==> src/dual_stack_shared_memory_defines.svh <==
// Assertion macros for the dual stack shared memory block.
// Taken in by the files that assert; the clock is clk and the reset is arst_n.
`ifndef DUAL_STACK_SHARED_MEMORY_DEFINES_SVH
`define DUAL_STACK_SHARED_MEMORY_DEFINES_SVH
`ifndef NO_ASSERTIONS
// Check a condition in the same cycle as its trigger
`define DSSM_ASSERT_NOW(lbl, ante, cons, msg) \
	lbl: assert property (@(posedge clk) disable iff (!arst_n) (ante) |-> (cons)) \
		else $error(msg);
// Check a condition in the cycle after its trigger
`define DSSM_ASSERT_NEXT(lbl, ante, cons, msg) \
	lbl: assert property (@(posedge clk) disable iff (!arst_n) (ante) |=> (cons)) \
		else $error(msg);
`else
`define DSSM_ASSERT_NOW(lbl, ante, cons, msg)
`define DSSM_ASSERT_NEXT(lbl, ante, cons, msg)
`endif
`endif

==> src/dssm_pkg.sv <==
// Shared types and constants of the dual stack shared memory block.
// No dependencies; dssm_ctrl and the top module import this package.
package dssm_pkg;

	localparam int DEPTH  = 16;
	localparam int DATA_W = 32;
	localparam int ADDR_W = $clog2(DEPTH);
	localparam int CNT_W  = $clog2(DEPTH + 1);
	localparam int SUM_W  = CNT_W + 1;

	typedef logic [ADDR_W-1:0] addr_t;
	typedef logic [CNT_W-1:0]  cnt_t;
	typedef logic [SUM_W-1:0]  sum_t;
	typedef logic signed [DATA_W-1:0] data_t;

	localparam cnt_t  CNT_ONE      = CNT_W'(1);
	localparam cnt_t  CNT_DEPTH    = CNT_W'(DEPTH);
	localparam cnt_t  CNT_DEPTH_M1 = CNT_W'(DEPTH - 1);
	localparam sum_t  SUM_DEPTH    = SUM_W'(DEPTH);
	localparam addr_t ADDR_ONE     = ADDR_W'(1);
	localparam addr_t ADDR_LAST    = ADDR_W'(DEPTH - 1);

	typedef enum logic [1:0] {
		CMD_PUSH    = 2'd0,
		CMD_POP     = 2'd1,
		CMD_PEEK    = 2'd2,
		CMD_DISPLAY = 2'd3
	} cmd_t;

	typedef enum logic [1:0] {
		ST_OK    = 2'd0,
		ST_FULL  = 2'd1,
		ST_EMPTY = 2'd2
	} status_t;

	typedef enum logic {
		S_IDLE,
		S_READ
	} state_t;

	// Memory access issued by the controller
	typedef struct packed {
		logic  we;
		addr_t waddr;
		data_t wdata;
		logic  re;
		addr_t raddr;
	} ram_req_t;

	// Stack fill levels reported by the controller
	typedef struct packed {
		cnt_t count_low;
		cnt_t count_high;
	} ctrl_stat_t;

endpackage

==> src/dssm_req_if.sv <==
// Request channel of the dual stack shared memory block: one operation per beat.
// No dependencies.
interface dssm_req_if;
	logic              valid;
	logic              ready;
	logic [1:0]        cmd;
	logic              stack_sel;
	logic signed [31:0] value;

	modport source (output valid, output cmd, output stack_sel, output value, input ready);
	modport sink (input valid, input cmd, input stack_sel, input value, output ready);
endinterface

==> src/dssm_rsp_if.sv <==
// Response channel of the dual stack shared memory block: one result per beat.
// No dependencies.
interface dssm_rsp_if;
	logic               valid;
	logic               ready;
	logic [1:0]         status;
	logic signed [31:0] data;
	logic               last;

	modport source (output valid, output status, output data, output last, input ready);
	modport sink (input valid, input status, input data, input last, output ready);
endinterface

==> src/dssm_ram.sv <==
// Generic single-write, single-read synchronous RAM with registered read data.
// No dependencies.
module dssm_ram #(
	parameter int DEPTH_P = 16,
	parameter int WIDTH_P = 32,
	localparam int AW = $clog2(DEPTH_P)
) (
	input  logic               clk,
	input  logic               we,
	input  logic [AW-1:0]      waddr,
	input  logic [WIDTH_P-1:0] wdata,
	input  logic               re,
	input  logic [AW-1:0]      raddr,
	output logic [WIDTH_P-1:0] rdata
);

	logic [WIDTH_P-1:0] mem [DEPTH_P];

	// Write port
	always_ff @(posedge clk) begin
		if (we) begin
			mem[waddr] <= wdata;
		end
	end

	// Read port: hold the last read word until the next read
	always_ff @(posedge clk) begin
		if (re) begin
			rdata <= mem[raddr];
		end
	end

endmodule

==> src/dssm_ctrl.sv <==
// Controller of the dual stack shared memory block: stack counters, sequencer,
// memory access generation and the output register. Uses dssm_pkg and the channels.
module dssm_ctrl (
	input  logic                  clk,
	input  logic                  arst_n,
	dssm_req_if.sink              req,
	dssm_rsp_if.source            rsp,
	output dssm_pkg::ram_req_t    ram_req,
	input  dssm_pkg::data_t       ram_rdata,
	output dssm_pkg::ctrl_stat_t  stat
);
	import dssm_pkg::*;

	state_t  state_q, state_d;
	cnt_t    count_low_q, count_high_q;
	cnt_t    rem_q;
	addr_t   addr_q;
	logic    out_valid_q;
	status_t status_q;
	data_t   data_q;
	logic    last_q;

	cmd_t    cmd;
	logic    sel;
	cnt_t    cnt_sel;
	logic    full;
	logic    empty;
	logic    out_free;
	logic    acc;
	addr_t   top_addr;
	addr_t   push_addr;
	addr_t   first_addr;
	logic    load_imm;
	status_t imm_status;
	logic    load_rd;
	logic    req_ready;

	// Decode the request beat
	always_comb begin
		cmd        = cmd_t'(req.cmd);
		sel        = req.stack_sel;
		cnt_sel    = sel ? count_high_q : count_low_q;
		full       = (sum_t'(count_low_q) + sum_t'(count_high_q)) >= SUM_DEPTH;
		empty      = (cnt_sel == '0);
		out_free   = !out_valid_q || rsp.ready;
		acc        = req.valid && req_ready;
		top_addr   = sel ? ADDR_W'(CNT_DEPTH - count_high_q)
		                 : ADDR_W'(count_low_q - CNT_ONE);
		push_addr  = sel ? ADDR_W'(CNT_DEPTH_M1 - count_high_q)
		                 : ADDR_W'(count_low_q);
		first_addr = (cmd == CMD_DISPLAY && sel) ? ADDR_LAST : top_addr;
	end

	// Next state
	always_comb begin
		state_d = state_q;
		unique case (state_q)
			S_IDLE: begin
				if (acc && cmd != CMD_PUSH && !empty) begin
					state_d = S_READ;
				end
			end
			S_READ: begin
				if (out_free && rem_q == '0) begin
					state_d = S_IDLE;
				end
			end
			default: state_d = S_IDLE;
		endcase
	end

	// Outputs of the sequencer: handshake, memory access, result loads
	always_comb begin
		req_ready     = 1'b0;
		load_imm      = 1'b0;
		imm_status    = ST_OK;
		load_rd       = 1'b0;
		ram_req.we    = 1'b0;
		ram_req.waddr = push_addr;
		ram_req.wdata = req.value;
		ram_req.re    = 1'b0;
		ram_req.raddr = first_addr;
		unique case (state_q)
			S_IDLE: begin
				req_ready = out_free;
				if (req.valid && out_free) begin
					priority if (cmd == CMD_PUSH) begin
						load_imm = 1'b1;
						if (full) begin
							imm_status = ST_FULL;
						end else begin
							ram_req.we = 1'b1;
						end
					end else if (empty) begin
						load_imm   = 1'b1;
						imm_status = ST_EMPTY;
					end else begin
						ram_req.re = 1'b1;
					end
				end
			end
			S_READ: begin
				ram_req.raddr = addr_q - ADDR_ONE;
				if (out_free) begin
					load_rd = 1'b1;
					if (rem_q != '0) begin
						ram_req.re = 1'b1;
					end
				end
			end
			default: ;
		endcase
	end

	assign req.ready = req_ready;

	// State and stack counters
	always_ff @(posedge clk or negedge arst_n) begin
		if (!arst_n) begin
			state_q      <= S_IDLE;
			count_low_q  <= '0;
			count_high_q <= '0;
			rem_q        <= '0;
		end else begin
			state_q <= state_d;
			if (acc) begin
				rem_q <= (cmd == CMD_DISPLAY && !empty) ? cnt_sel - CNT_ONE : '0;
				if (cmd == CMD_PUSH && !full) begin
					if (sel) count_high_q <= count_high_q + CNT_ONE;
					else     count_low_q  <= count_low_q + CNT_ONE;
				end else if (cmd == CMD_POP && !empty) begin
					if (sel) count_high_q <= count_high_q - CNT_ONE;
					else     count_low_q  <= count_low_q - CNT_ONE;
				end
			end else if (load_rd && rem_q != '0) begin
				rem_q <= rem_q - CNT_ONE;
			end
		end
	end

	// Track the address of the word in the read register
	always_ff @(posedge clk) begin
		if (ram_req.re) begin
			addr_q <= ram_req.raddr;
		end
	end

	// Output register: load a result beat, drop it once taken
	always_ff @(posedge clk or negedge arst_n) begin
		if (!arst_n) begin
			out_valid_q <= 1'b0;
		end else if (load_imm || load_rd) begin
			out_valid_q <= 1'b1;
		end else if (rsp.ready) begin
			out_valid_q <= 1'b0;
		end
	end

	always_ff @(posedge clk) begin
		if (load_imm) begin
			status_q <= imm_status;
			data_q   <= '0;
			last_q   <= 1'b1;
		end else if (load_rd) begin
			status_q <= ST_OK;
			data_q   <= ram_rdata;
			last_q   <= (rem_q == '0);
		end
	end

	assign rsp.valid       = out_valid_q;
	assign rsp.status      = status_q;
	assign rsp.data        = data_q;
	assign rsp.last        = last_q;
	assign stat.count_low  = count_low_q;
	assign stat.count_high = count_high_q;

endmodule

==> src/dual_stack_shared_memory.sv <==
// Two LIFO stacks in one 16-entry store of 32-bit words: stack 0 grows up from
// entry 0, stack 1 grows down from the last entry, and a push fails with status
// full once both together hold every entry. A push, or any operation on an empty
// stack, loads its single result into the output register at the accepting edge.
// Pop and peek read the memory first, so their result enters the output register
// from the read port once that register is free. Display streams one entry per
// cycle after its first memory read while the sink keeps taking beats, the read
// port setting that pace; the next request is taken once the last result of the
// current one has entered the output register and that register is free or being
// taken. Reset clears the state, stack counters and output valid, not the memory.
module dual_stack_shared_memory (
	input logic        clk,
	input logic        arst_n,
	dssm_req_if.sink   req,
	dssm_rsp_if.source rsp
);
	import dssm_pkg::*;

`include "dual_stack_shared_memory_defines.svh"

	ram_req_t   ram_req;
	data_t      ram_rdata;
	ctrl_stat_t stat;
	sum_t       stack_sum;

	dssm_ctrl u_ctrl (
		.clk       (clk),
		.arst_n    (arst_n),
		.req       (req),
		.rsp       (rsp),
		.ram_req   (ram_req),
		.ram_rdata (ram_rdata),
		.stat      (stat)
	);

	dssm_ram #(
		.DEPTH_P (DEPTH),
		.WIDTH_P (DATA_W)
	) u_ram (
		.clk   (clk),
		.we    (ram_req.we),
		.waddr (ram_req.waddr),
		.wdata (ram_req.wdata),
		.re    (ram_req.re),
		.raddr (ram_req.raddr),
		.rdata (ram_rdata)
	);

	assign stack_sum = sum_t'(stat.count_low) + sum_t'(stat.count_high);

	// Checks on the stack bookkeeping and result formatting
	`DSSM_ASSERT_NOW(a_fill_bound, 1'b1, stack_sum <= SUM_DEPTH, "stacks overrun the store")
	`DSSM_ASSERT_NEXT(a_push_full, req.valid && req.ready && req.cmd == CMD_PUSH && stack_sum >= SUM_DEPTH, rsp.valid && rsp.status == ST_FULL && rsp.last, "full push gave no full status")
	`DSSM_ASSERT_NEXT(a_pop_low, req.valid && req.ready && req.cmd == CMD_POP && !req.stack_sel && stat.count_low != '0, stat.count_low == $past(stat.count_low) - CNT_ONE, "pop did not shrink stack 0")
	`DSSM_ASSERT_NOW(a_err_beat, rsp.valid && rsp.status != ST_OK, rsp.last && rsp.data == '0, "error beat not final or not zero")

endmodule
==> src/flat_wrapper.sv <==
// flat-port wrapper written by rule: the top's interface ports become plain ports
module dual_stack_shared_memory_flat import dssm_pkg::*;
  (clk, arst_n, req_valid, req_cmd, req_stack_sel, req_value, req_ready, rsp_valid, rsp_status, rsp_data, rsp_last, rsp_ready);
  dssm_req_if req_i ();
  dssm_rsp_if rsp_i ();
  input logic clk;
  input logic arst_n;
  input wire logic [$bits(req_i.valid)-1:0] req_valid;
  input wire logic [$bits(req_i.cmd)-1:0] req_cmd;
  input wire logic [$bits(req_i.stack_sel)-1:0] req_stack_sel;
  input wire logic [$bits(req_i.value)-1:0] req_value;
  output wire logic [$bits(req_i.ready)-1:0] req_ready;
  output wire logic [$bits(rsp_i.valid)-1:0] rsp_valid;
  output wire logic [$bits(rsp_i.status)-1:0] rsp_status;
  output wire logic [$bits(rsp_i.data)-1:0] rsp_data;
  output wire logic [$bits(rsp_i.last)-1:0] rsp_last;
  input wire logic [$bits(rsp_i.ready)-1:0] rsp_ready;
  assign req_i.valid = req_valid;
  assign req_i.cmd = req_cmd;
  assign req_i.stack_sel = req_stack_sel;
  assign req_i.value = req_value;
  assign req_ready = req_i.ready;
  assign rsp_valid = rsp_i.valid;
  assign rsp_status = rsp_i.status;
  assign rsp_data = rsp_i.data;
  assign rsp_last = rsp_i.last;
  assign rsp_i.ready = rsp_ready;
  dual_stack_shared_memory u_core (.clk(clk), .arst_n(arst_n), .req(req_i), .rsp(rsp_i));
endmodule
==> config.mk <==
export PLATFORM = sky130hd
export DESIGN_NAME = dual_stack_shared_memory_flat
export DESIGN_NICKNAME = d
export VERILOG_FILES = /design/src/dssm_pkg.sv /design/src/dssm_req_if.sv /design/src/dssm_rsp_if.sv /design/src/dssm_ram.sv /design/src/dssm_ctrl.sv /design/src/dual_stack_shared_memory.sv /design/src/flat_wrapper.sv
export VERILOG_INCLUDE_DIRS = /design/src /design/src/src
export SDC_FILE = /design/constraint.sdc
export NUM_CORES = 1
export LEC_CHECK = 0
export BUFFER_PORTS_ARGS = -buffer_cell sky130_fd_sc_hd__buf_2
export CAP_MARGIN = 40
export CORE_AREA = 5 5 204 206
export DETAILED_ROUTE_END_ITERATION = 8
export DIE_AREA = 0 0 209 211
export PLACE_DENSITY_LB_ADDON = 0.12
export SETUP_SLACK_MARGIN = 0.1
export SLEW_MARGIN = 15
export SYNTH_ARGS = -nofsm -noshare
export SYNTH_HDL_FRONTEND = slang
export SYNTH_SLANG_ARGS = --single-unit
==> constraint.sdc <==
create_clock -name clk -period 5.4 [get_ports clk]
set_input_delay 0.54 -clock clk [delete_from_list [all_inputs] [get_ports clk]]
set_output_delay 0.54 -clock clk [all_outputs]
set_load 0.005 [all_outputs]
# Word level (Yosys, flattened, before mapping)
# Memory sizes are Yosys's and may differ from the RTL's. A register that Yosys moved wholly into a read port is not among the register bits.
# Cells that the tools add are included.
# word_totals
output_inout_bits	37
inputBits	39
n_memories	1
mem_bits_rw	512
register_bits	56
elab_cells	101
# mem_list
name	words	width	read_ports	rd_clocked_by_memory_dff	wr	line_no	rtl
u_core.u_ram.mem	16	32	1	1	1	dssm_ram.sv:17	logic [WIDTH_P-1:0] mem [DEPTH_P];
# classes
n_eq_ne	6
muxes	47
n_lt_le_gt_ge	1
reduce_logical	26
n_addsub	10
n_bitwise	1
# ops
operator	count
$mux W5	12
$mux W1	23
$sub A5 B1 Y5 const B	4
$mux W4	4
$mux W2	6
$add A5 B1 Y5 const B	2
$logic_and A1 B1 Y1	10
$logic_not A5 Y1	2
$reduce_bool A2 Y1	5
$ne A2 B2 Y1 const B	4
$reduce_and A4 Y1	2
$add A5 B5 Y6	1
$ge A6 B5 Y1 const B	1
$reduce_bool A5 Y1	1
$pmux W1 S2	2
$sub A1 B4 Y4 const A	1
$sub A4 B1 Y4 const B	1
$sub A4 B4 Y4 const A	1
$logic_not A1 Y1	3
$eq A2 B1 Y1 const B	1
$eq A2 B2 Y1 const B	1
$logic_not A2 Y1	1
$logic_or A1 B1 Y1	2
$not A1 Y1	1

# Longest topological paths before layout
# Gate-level depths: netlist of run 1.
# logic_depth
depth_word	8
ltp_mapped	13
depth_no_buf	11

# By module
# A second synthesis of run 1 with hierarchy kept.
# hier_totals
cells_unflattened	1213
area_unflattened_um2	23359.9
# by_module_without_submodules
module	cells_per_inst	instances	area_per_inst_um2	seq_area_each_um2
dssm_ram	838	1	20155.6	16335.7
dssm_ctrl	375	1	3204.3	1266.2

# Least setup slack after synthesis of run 1
# Ideal clock, no wire load.
# synth_path
path_type	input port to flip-flop
from	input req_stack_sel
to	register u_core.u_ctrl.addr_q[0] (enable)
n_path_buf	2
slack_ps	914
required_ps	4921
arrival_ps	4007
path_stages	7
setup_ps	479
cell_sequence	buf_4 buf_2 mux2i_1 ha_1 o211ai_1 nand2_1 o21ai_0
# synth_lines
element	line_no	rtl
start: declaration	flat_wrapper.sv:10	input wire logic [$bits(req_i.stack_sel)-1:0] req_stack_sel;
end signal: assignment	dssm_ctrl.sv:144	addr_q <= ram_req.raddr;
end: declaration	dssm_ctrl.sv:17	addr_t addr_q;

# Worst setup path in the final report of run 1
# layout_path
from	register u_core.u_ctrl.count_low_q[2]
to	memory u_core.u_ram.mem[12][28] (enable)
# layout_between
elab_chain_len	8
word_cells_on_any_way	9
classes_between	add/sub (1); order compare (1); mux (7)
# layout_rtl
element	line_no	rtl
start: declaration	dssm_ctrl.sv:15	cnt_t count_low_q, count_high_q;
start signal: assignment	dssm_ctrl.sv:130	else count_low_q <= count_low_q + CNT_ONE;
start signal: assignment	dssm_ctrl.sv:133	else count_low_q <= count_low_q - CNT_ONE;
$add A5 B5 Y6	-	
$ge A6 B5 Y1	dssm_ctrl.sv:43	full = (sum_t'(count_low_q) + sum_t'(count_high_q)) >= SUM_DEPTH;
$mux W1	dssm_ctrl.sv:89	if (full) begin
$mux W1	dssm_ctrl.sv:87	priority if (cmd == CMD_PUSH) begin
$mux W1	dssm_ctrl.sv:86	if (req.valid && out_free) begin
$mux W1	dssm_ctrl.sv:83	unique case (state_q)
$mux W1	dssm_ram.sv:21	if (we) begin
$mux W1 (not written as such)	dssm_ram.sv:22	mem[waddr] <= wdata;
end: declaration	dssm_ram.sv:17	
# Parallel ways exist; a longest one is shown, timed or not.

==> impl_metrics.py, run 1 <==
metrics = {
    "run_status": {
        "status": "completed",
    },
    "routing": {
        "routed_wl_um": 61600,
        "vias_per_cell": 6.74,
        "firstDrtPassIters": 7,
        "ant_nets": 0,
        "drc": 0,
        "wl_per_cell_um": 26.4,
        "vias": 15700,
        "drt_iter0_drc": 1985,
    },
    "timing": {
        "min_period_ns": 4.09,
        "tns_ns": 0,
        "fin_crit_sh": 0.758,
        "rsz0062_at_grt": "false",
        "drv_slew": 0,
        "fin_skew_ns": 0.0197,
        "hold_viol": 0,
        "max_clock_freq_ghz": 0.244,
        "whs_ns": 0.302,
        "setup_violations": 0,
        "relSlewSlack": 0.388,
        "tightest_slew_ns": 0.910,
    },
    "yosys": {
        "syn-cell-area_um2": 24200,
        "synth_top_family_by_area": "compound AO/OA/AOI/OAI gates",
        "synth-compound-area-share": 0.161,
        "synth_xor_area_frac": 0.00579,
        "syn-mean-instance-area_um2": 14.1,
        "syn_inst": 1716,
        "yosys.area.top_type": "edfxtp_1",
        "yosys_warnings": 0,
        "synth_fa_ha_area_frac": 0.00859,
        "synth_cell_types": 62,
        "synthMuxAreaShare": 0.00253,
        "synth_top_area_share": 0.683,
        "synth_area_leaders": "edfxtp_1 (68%), a21oi_1 (3.5%), nand2_1 (3.2%)",
        "seq_area_frac_synth": 0.728,
        "synth-simple-area-share": 0.0661,
        "synth-edff-count": 550,
        "async_flop_share": 0.0283,
        "synth_fp_nets": 1771,
        "synth_seq_cells": 600,
        "synth-main-ff-cell": "edfxtp_1",
    },
    "critical_path": {
        "worst-path-buf-inv": 1,
        "critPathTopFamily": "simple AND/OR/NAND/NOR gates",
        "critPathArrivalTime_ns": 4.36,
        "cp.required_ns": 5.67,
        "start_kind": "flip-flop",
        "critical_path.max_stage_delay_ns": 0.82,
        "path_max_fanout": 17,
        "critical_path_class": "reg -> reg",
        "path_cells": "ha_1 -> a21oi_1 -> a21boi_0 -> nor4_1 -> nand2_1 -> nor2_4 -> buf_4",
        "critPathCaptureType": "flip-flop",
        "worst_path_max_delay_cell": "nor4_1",
    },
    "final_layout": {
        "final_core_utilization": 0.696,
        "layout_commonest_cell": "edfxtp_1",
        "fin_nets": 1818,
        "diodes": 0,
        "layout-drive-gt1-share": 0.135,
        "layout-area-overhead-vs-synth_pct": 13.6,
        "layout_common_cells": "edfxtp_1 (550), nand2_1 (209), a21oi_1 (171)",
        "fin_area_um2": 27500,
    },
    "power_and_ir_drop": {
        "powerDensity_nw_per_um2": 650,
        "vdd_drop_max_v": 0.000622,
        "swShare": 0.391,
        "power.total_uw": 17900,
        "p_leak_uw": 0.00931,
        "comb_power_share": 0.436,
        "seq_power_share": 0.332,
        "p_switching_uw": 6980,
        "p_clk_frac": 0.232,
        "p_int_uw": 10900,
    },
    "worst_hold_path": {
        "hp-class": "in -> reg",
    },
    "global_routing": {
        "grt_max_degree": 107,
        "grt_pass1_vias": 15000,
        "grt_usage": 0.275,
        "overflow": 0,
        "antenna_found_initial": 1,
        "grt_pass1_wl_um": 92900,
    },
    "clocking": {
        "htreeDepth": 2,
        "clockBufferDepth": 3,
        "cts.clk_slew.worst_paths_ns": 0.06,
        "cts_tree": "yes",
        "postCtsSetupBuffers": 0,
        "root_buffer": "clkbuf_16",
        "clock_latency_ns": 0.62,
        "cts_buffers": 60,
        "cts.sinks": 600,
    },
    "floorplanning": {
        "die-area_um2": 44100,
        "start_util": 0.613,
        "rows": 73,
        "io_pins": 76,
        "core_um2": 39500,
        "die_h_um": 211,
        "chipWidth_um": 209,
    },
    "placement": {
        "portBuffers": 75,
        "place_hpwl_um": 35700,
        "globalplace.congestion": 0.848,
        "placed_area_um2": 25400,
    },
    "run": {
        "drv_cap": 0,
    },
}
## power by group through the flow
stage / clock (µW) / combinational, µW / sequential (µW)
finish: 4150 / 7780 / 5930
global route: 4400 / 8400 / 5970
CTS: 4200 / 7650 / 5930
detailed placement: 0 / 7600 / 6020
global placement: 0 / 7270 / 6020
floorplan: 0 / 5280 / 5900
## flip-flops by register name, indices dropped and copies added, names as in the netlist, 2 cells and up
name / count
u_core.u_ram.mem: 512
u_core.u_ctrl.rsp.data: 32
u_core.u_ram.rdata: 32
u_core.u_ctrl.count_high_q: 5
u_core.u_ctrl.count_low_q: 5
u_core.u_ctrl.rem_q: 5
u_core.u_ctrl.addr_q: 4
u_core.u_ctrl.rsp.status: 2
## cells by family (layout without fill, tap and decap cells)
group | count (synthesis) | count (layout)
simple gates | 352 | 352
buf+inv | 159 | 253
fa+ha+maj | 16 | 16
xor+xnor | 16 | 16
compound gates | 567 | 567
flops | 600 | 600
mux | 6 | 6
## timing repair
item,CTS,global route
hold buffers,1,0
endpoints found under the hold margin,17,0
resized for setup,0,0
## layer usage
metal  vias to the layer above  share of wire  global-route usage
met1                      7900           0.41               0.402
met5                         -        0.00032                   0
met4                         2          0.020              0.0727
met2                       859           0.47               0.435
met3                       100          0.098              0.0503
li1                       6870              -                   -
## cell usage after synthesis (3+ instances only)
| library cell | n |
|---|---|
| o32ai_1 | 32 |
| a22oi_1 | 64 |
| a31oi_1 | 4 |
| ha_1 | 15 |
| a32oi_1 | 33 |
| o31ai_1 | 3 |
| nand2_1 | 209 |
| a21oi_1 | 171 |
| nand3_1 | 5 |
| a221o_1 | 32 |
| and3_1 | 64 |
| buf_6 | 4 |
| mux2i_1 | 5 |
| edfxtp_1 | 550 |
| xor2_1 | 10 |
| clkbuf_1 | 90 |
| dfxtp_1 | 33 |
| nor3_1 | 9 |
| a211oi_1 | 66 |
| a22o_1 | 32 |
| nor4_1 | 3 |
| buf_1 | 8 |
| nand4_1 | 5 |
| a21boi_0 | 3 |
| buf_2 | 40 |
| dfrtp_1 | 17 |
| nor2_1 | 38 |
| inv_1 | 13 |
| a21o_1 | 3 |
| o21ai_0 | 76 |
| xnor2_1 | 6 |
| nor2b_1 | 4 |
| a311oi_1 | 32 |
## through the flow
step | cells | worst slack, ns
floorplan | 1716 | 0.914
CTS | 2332 | 1.31
global placement | 2203 | 1.34
global route | 2335 | 1.01
finish | 2335 | 1.31
detailed placement | 2222 | 1.29
## worst reg2reg max path, stage by stage, from the launching register on
cell	delay (ns)
dfrtp_1	0.64
ha_1	0.34
a21oi_1	0.12
a21boi_0	0.15
nor4_1	0.82
nand2_1	0.48
nor2_4	0.74
buf_4	0.47
## worst paths after layout
| kind | from | end | depth (start not counted) | slack, ns |
|---|---|---|---|---|
| min reg2reg | u_core.u_ctrl.rsp.data[9] | u_core.u_ctrl.rsp.data[9] | 2 | 0.45 |
| max reg2reg | u_core.u_ctrl.count_low_q[2] | u_core.u_ram.mem[12][28] | 7 | 1.31 |
| min in group asynchronous | arst_n | u_core.u_ctrl.rem_q[4] | 2 | 0.41 |
| max in group asynchronous | arst_n | u_core.u_ctrl.count_low_q[1] | 2 | 4.70 |
| min | req_value[11] | u_core.u_ram.mem[15][11] | 1 | 0.30 |
| max | u_core.u_ctrl.count_low_q[2] | u_core.u_ram.mem[12][28] | 7 | 1.31 |
## area by class of cell
class                   instances  area, µm²
inverters                      15       62.6
clock buffers                  86       1670
flip-flops and latches        600      17600
fillers                      2664      12000
repair buffers                129       1050
well taps                     525        657
multi-input cells             957       6140
clock inverters                23        294
Power figures use the tool's default switching activity.
==> inputs of run 2 (changes only) <==
Settings changed: ABC_AREA from default to 1, CORE_AREA 5 5 204 206 to 5 5 213 215, DIE_AREA 0 0 209 211 to 0 0 218 220.
Clock period 5.4 ns to 4.11 ns, I/O delays scaled along.
==> run 2 against run 1 <==
Compared with the run above: synthesized area is 9.1% higher; largest power group unchanged; power is 31% higher; clock power is 31% higher; register-to-register slack worse by 0.44 ns; worst setup slack worse by 0.44 ns; wire length is 4.5% higher; final cell count is 33% higher; maximum frequency is 26% higher; core utilization is 1.9 points lower; critical path depth is 1 higher; die area is 8.8% higher; via count is 13% higher.
==> impl_metrics.py, run 2 <==
metrics = {
    "floorplanning": {
        "chipWidth_um": 218,
        "die_h_um": 220,
        "start_util": 0.606,
        "rows": 77,
        "die-area_um2": 48000,
        "io_pins": 76,
        "core_um2": 43500,
    },
    "timing": {
        "fin_crit_sh": 0.789,
        "fin_skew_ns": 0.00871,
        "hold_viol": 0,
        "tns_ns": 0,
        "setup_slack_ns": 0.867,
        "max_clock_freq_ghz": 0.308,
        "drv_slew": 0,
        "relSlewSlack": 0.456,
        "rsz0062_at_grt": "false",
        "min_period_ns": 3.24,
        "tightest_slew_ns": 0.813,
        "setup_violations": 0,
    },
    "worst_hold_path": {
        "hp-class": "in -> reg",
        "hp-start": "req_value[20]",
        "whs_path_depth": 1,
        "whs_endpoint": "u_core.u_ram.mem[10][20]",
    },
    "routing": {
        "wl_per_cell_um": 20.8,
        "drt_iter0_drc": 1765,
        "ant_nets": 0,
        "vias_per_cell": 5.74,
        "vias": 17800,
        "drc": 0,
        "routed_wl_um": 64400,
        "firstDrtPassIters": 6,
    },
    "final_layout": {
        "seq_area_um2": 17600,
        "top_register": "u_core.u_ram.mem",
        "layout-area-overhead-vs-synth_pct": 11.7,
        "fin_area_um2": 29500,
        "layout_commonest_cell": "edfxtp_1",
        "fin_cells": 3095,
        "multi_input_area_um2": 6810,
        "final_core_utilization": 0.677,
        "layout-drive-gt1-share": 0.0959,
        "fillCellCount": 3274,
        "fin_nets": 2509,
        "layout_common_cells": "edfxtp_1 (550), nand3_1 (536), nand2_1 (414)",
        "diodes": 0,
        "largest_reg_flops": 512,
    },
    "global_routing": {
        "overflow": 0,
        "grt_max_degree": 150,
        "grt_pass1_wl_um": 99700,
        "grt_pass1_vias": 17400,
        "antenna_found_initial": 0,
        "grt_usage": 0.270,
    },
    "clocking": {
        "cts_buffers": 60,
        "cts.sinks": 600,
        "htreeDepth": 2,
        "clockBufferDepth": 3,
        "root_buffer": "clkbuf_16",
        "clock_latency_ns": 0.63,
        "cts_tree": "yes",
        "cts.clk_slew.worst_paths_ns": 0.06,
    },
    "critical_path": {
        "r2r_start": "u_core.u_ctrl.state_q",
        "critical_path.max_stage_delay_ns": 0.47,
        "start_kind": "flip-flop",
        "cp_common_cell": "nand3_1",
        "critPathArrivalTime_ns": 3.52,
        "reg2reg_depth": 8,
        "critPathCaptureType": "flip-flop",
        "path_cells": "inv_1 -> nand3_1 -> nor2_1 -> nand3_1 -> inv_1 -> nand3_1 -> nor2_4 -> buf_4",
        "critical_path_class": "reg -> reg",
        "rrSetupSlack_ns": 0.87,
        "worst_path_max_delay_cell": "buf_4",
        "path_max_fanout": 24,
        "r2r_end": "u_core.u_ram.mem[2][11]",
        "cp.required_ns": 4.38,
    },
    "placement": {
        "dpl_worst_slack_ns": 0.937,
        "dpl.cell_count": 2983,
        "portBuffers": 75,
        "place_hpwl_um": 34900,
        "placed_area_um2": 27500,
        "globalplace.congestion": 0.836,
    },
    "run_status": {
        "status": "completed",
    },
    "run": {
        "drv_cap": 0,
    },
    "yosys": {
        "syn_inst": 2410,
        "synth_cell_types": 35,
        "seq_area_frac_synth": 0.667,
        "yosys.area.top_type": "edfxtp_1",
        "yosys_warnings": 0,
        "synth-main-ff-cell": "edfxtp_1",
        "synth_seq_cells": 600,
        "syn-cell-area_um2": 26400,
        "async_flop_share": 0.0283,
        "synth_fp_nets": 2465,
        "synth_area_leaders": "edfxtp_1 (63%), nand3_1 (10%), nand2_1 (5.9%)",
        "yosysMostFrequentCell": "edfxtp_1",
        "synth-edff-count": 550,
        "synth_common_cells": "edfxtp_1 (550), nand3_1 (536), nand2_1 (418)",
        "synth_top_area_share": 0.626,
        "syn-mean-instance-area_um2": 10.9,
    },
    "power_and_ir_drop": {
        "powerDensity_nw_per_um2": 793,
        "p_leak_uw": 0.0118,
        "vdd_drop_max_v": 0.000835,
    },
}
-- run 2: routing by layer --
metal	vias to the layer above	share of wire	global-route usage
met5	-	0	0
li1	8275	-	-
met1	8602	0.41	0.365
met2	740	0.48	0.455
met4	0	0.030	0.0919
met3	136	0.073	0.0381
-- run 2: cell type report --
cell class / count / area share
clock inverters: 38 / 0.0123
multi-input cells: 1300 / 0.231
inverters: 368 / 0.0469
flip-flops and latches: 600 / 0.597
repair buffers: 124 / 0.0336
clock buffers: 73 / 0.0540
well taps: 592 / 0.0251
-- run 2: worst max-delay path, delay by kind of cell, from the launching register on --
| family | cells | cell delay, ns |
|---|---|---|
| simple gates | 5 | 1.53 |
| buf+inv | 3 | 0.91 |
| flops | 1 | 0.44 |
-- run 2: power by group --
part	internal [µW]	switching, µW
combinational	3230	7070
clock	3180	2250
sequential	7380	272
-- run 2: worst max-delay path by stage --
| stage | from | endpoint | slack, ns | cells past startpoint |
|---|---|---|---|---|
| floorplan | u_core.u_ctrl.count_high_q[4] | u_core.u_ram.mem[15][0] | 0.04 | 6 |
| global route | u_core.u_ctrl.state_q | u_core.u_ram.mem[2][11] | 0.67 | 8 |
| detailed placement | u_core.u_ctrl.state_q | u_core.u_ram.mem[2][15] | 0.94 | 8 |
| global placement | u_core.u_ctrl.state_q | u_core.u_ram.mem[6][11] | 0.99 | 8 |
| finish | u_core.u_ctrl.state_q | u_core.u_ram.mem[2][11] | 0.87 | 8 |
| CTS | u_core.u_ctrl.state_q | u_core.u_ram.mem[2][11] | 0.92 | 8 |
-- run 2: kinds of logic after synthesis --
kind of cell,share of synthesized area
XOR/XNOR,0.00431
buffers and inverters,0.0812
flip-flops,0.667
adder cells (fa/ha/maj),0.00787
AND/OR/NAND/NOR,0.224
AO/OA/AOI/OAI,0.0152
-- run 2: stage by stage --
step	hold slack, ns	total power (µW)
finish	0.169	23400
global route	0.166	24800
CTS	0.138	23400
detailed placement	0.373	18000
global placement	0.370	17700
floorplan	0.115	14900
-- run 2: timing repair --
action / CTS / global route
resized for setup: 0 / 0
hold buffers: 1 / 0
hold endpoints to repair: 17 / 0
buffers inserted: 0 / 0
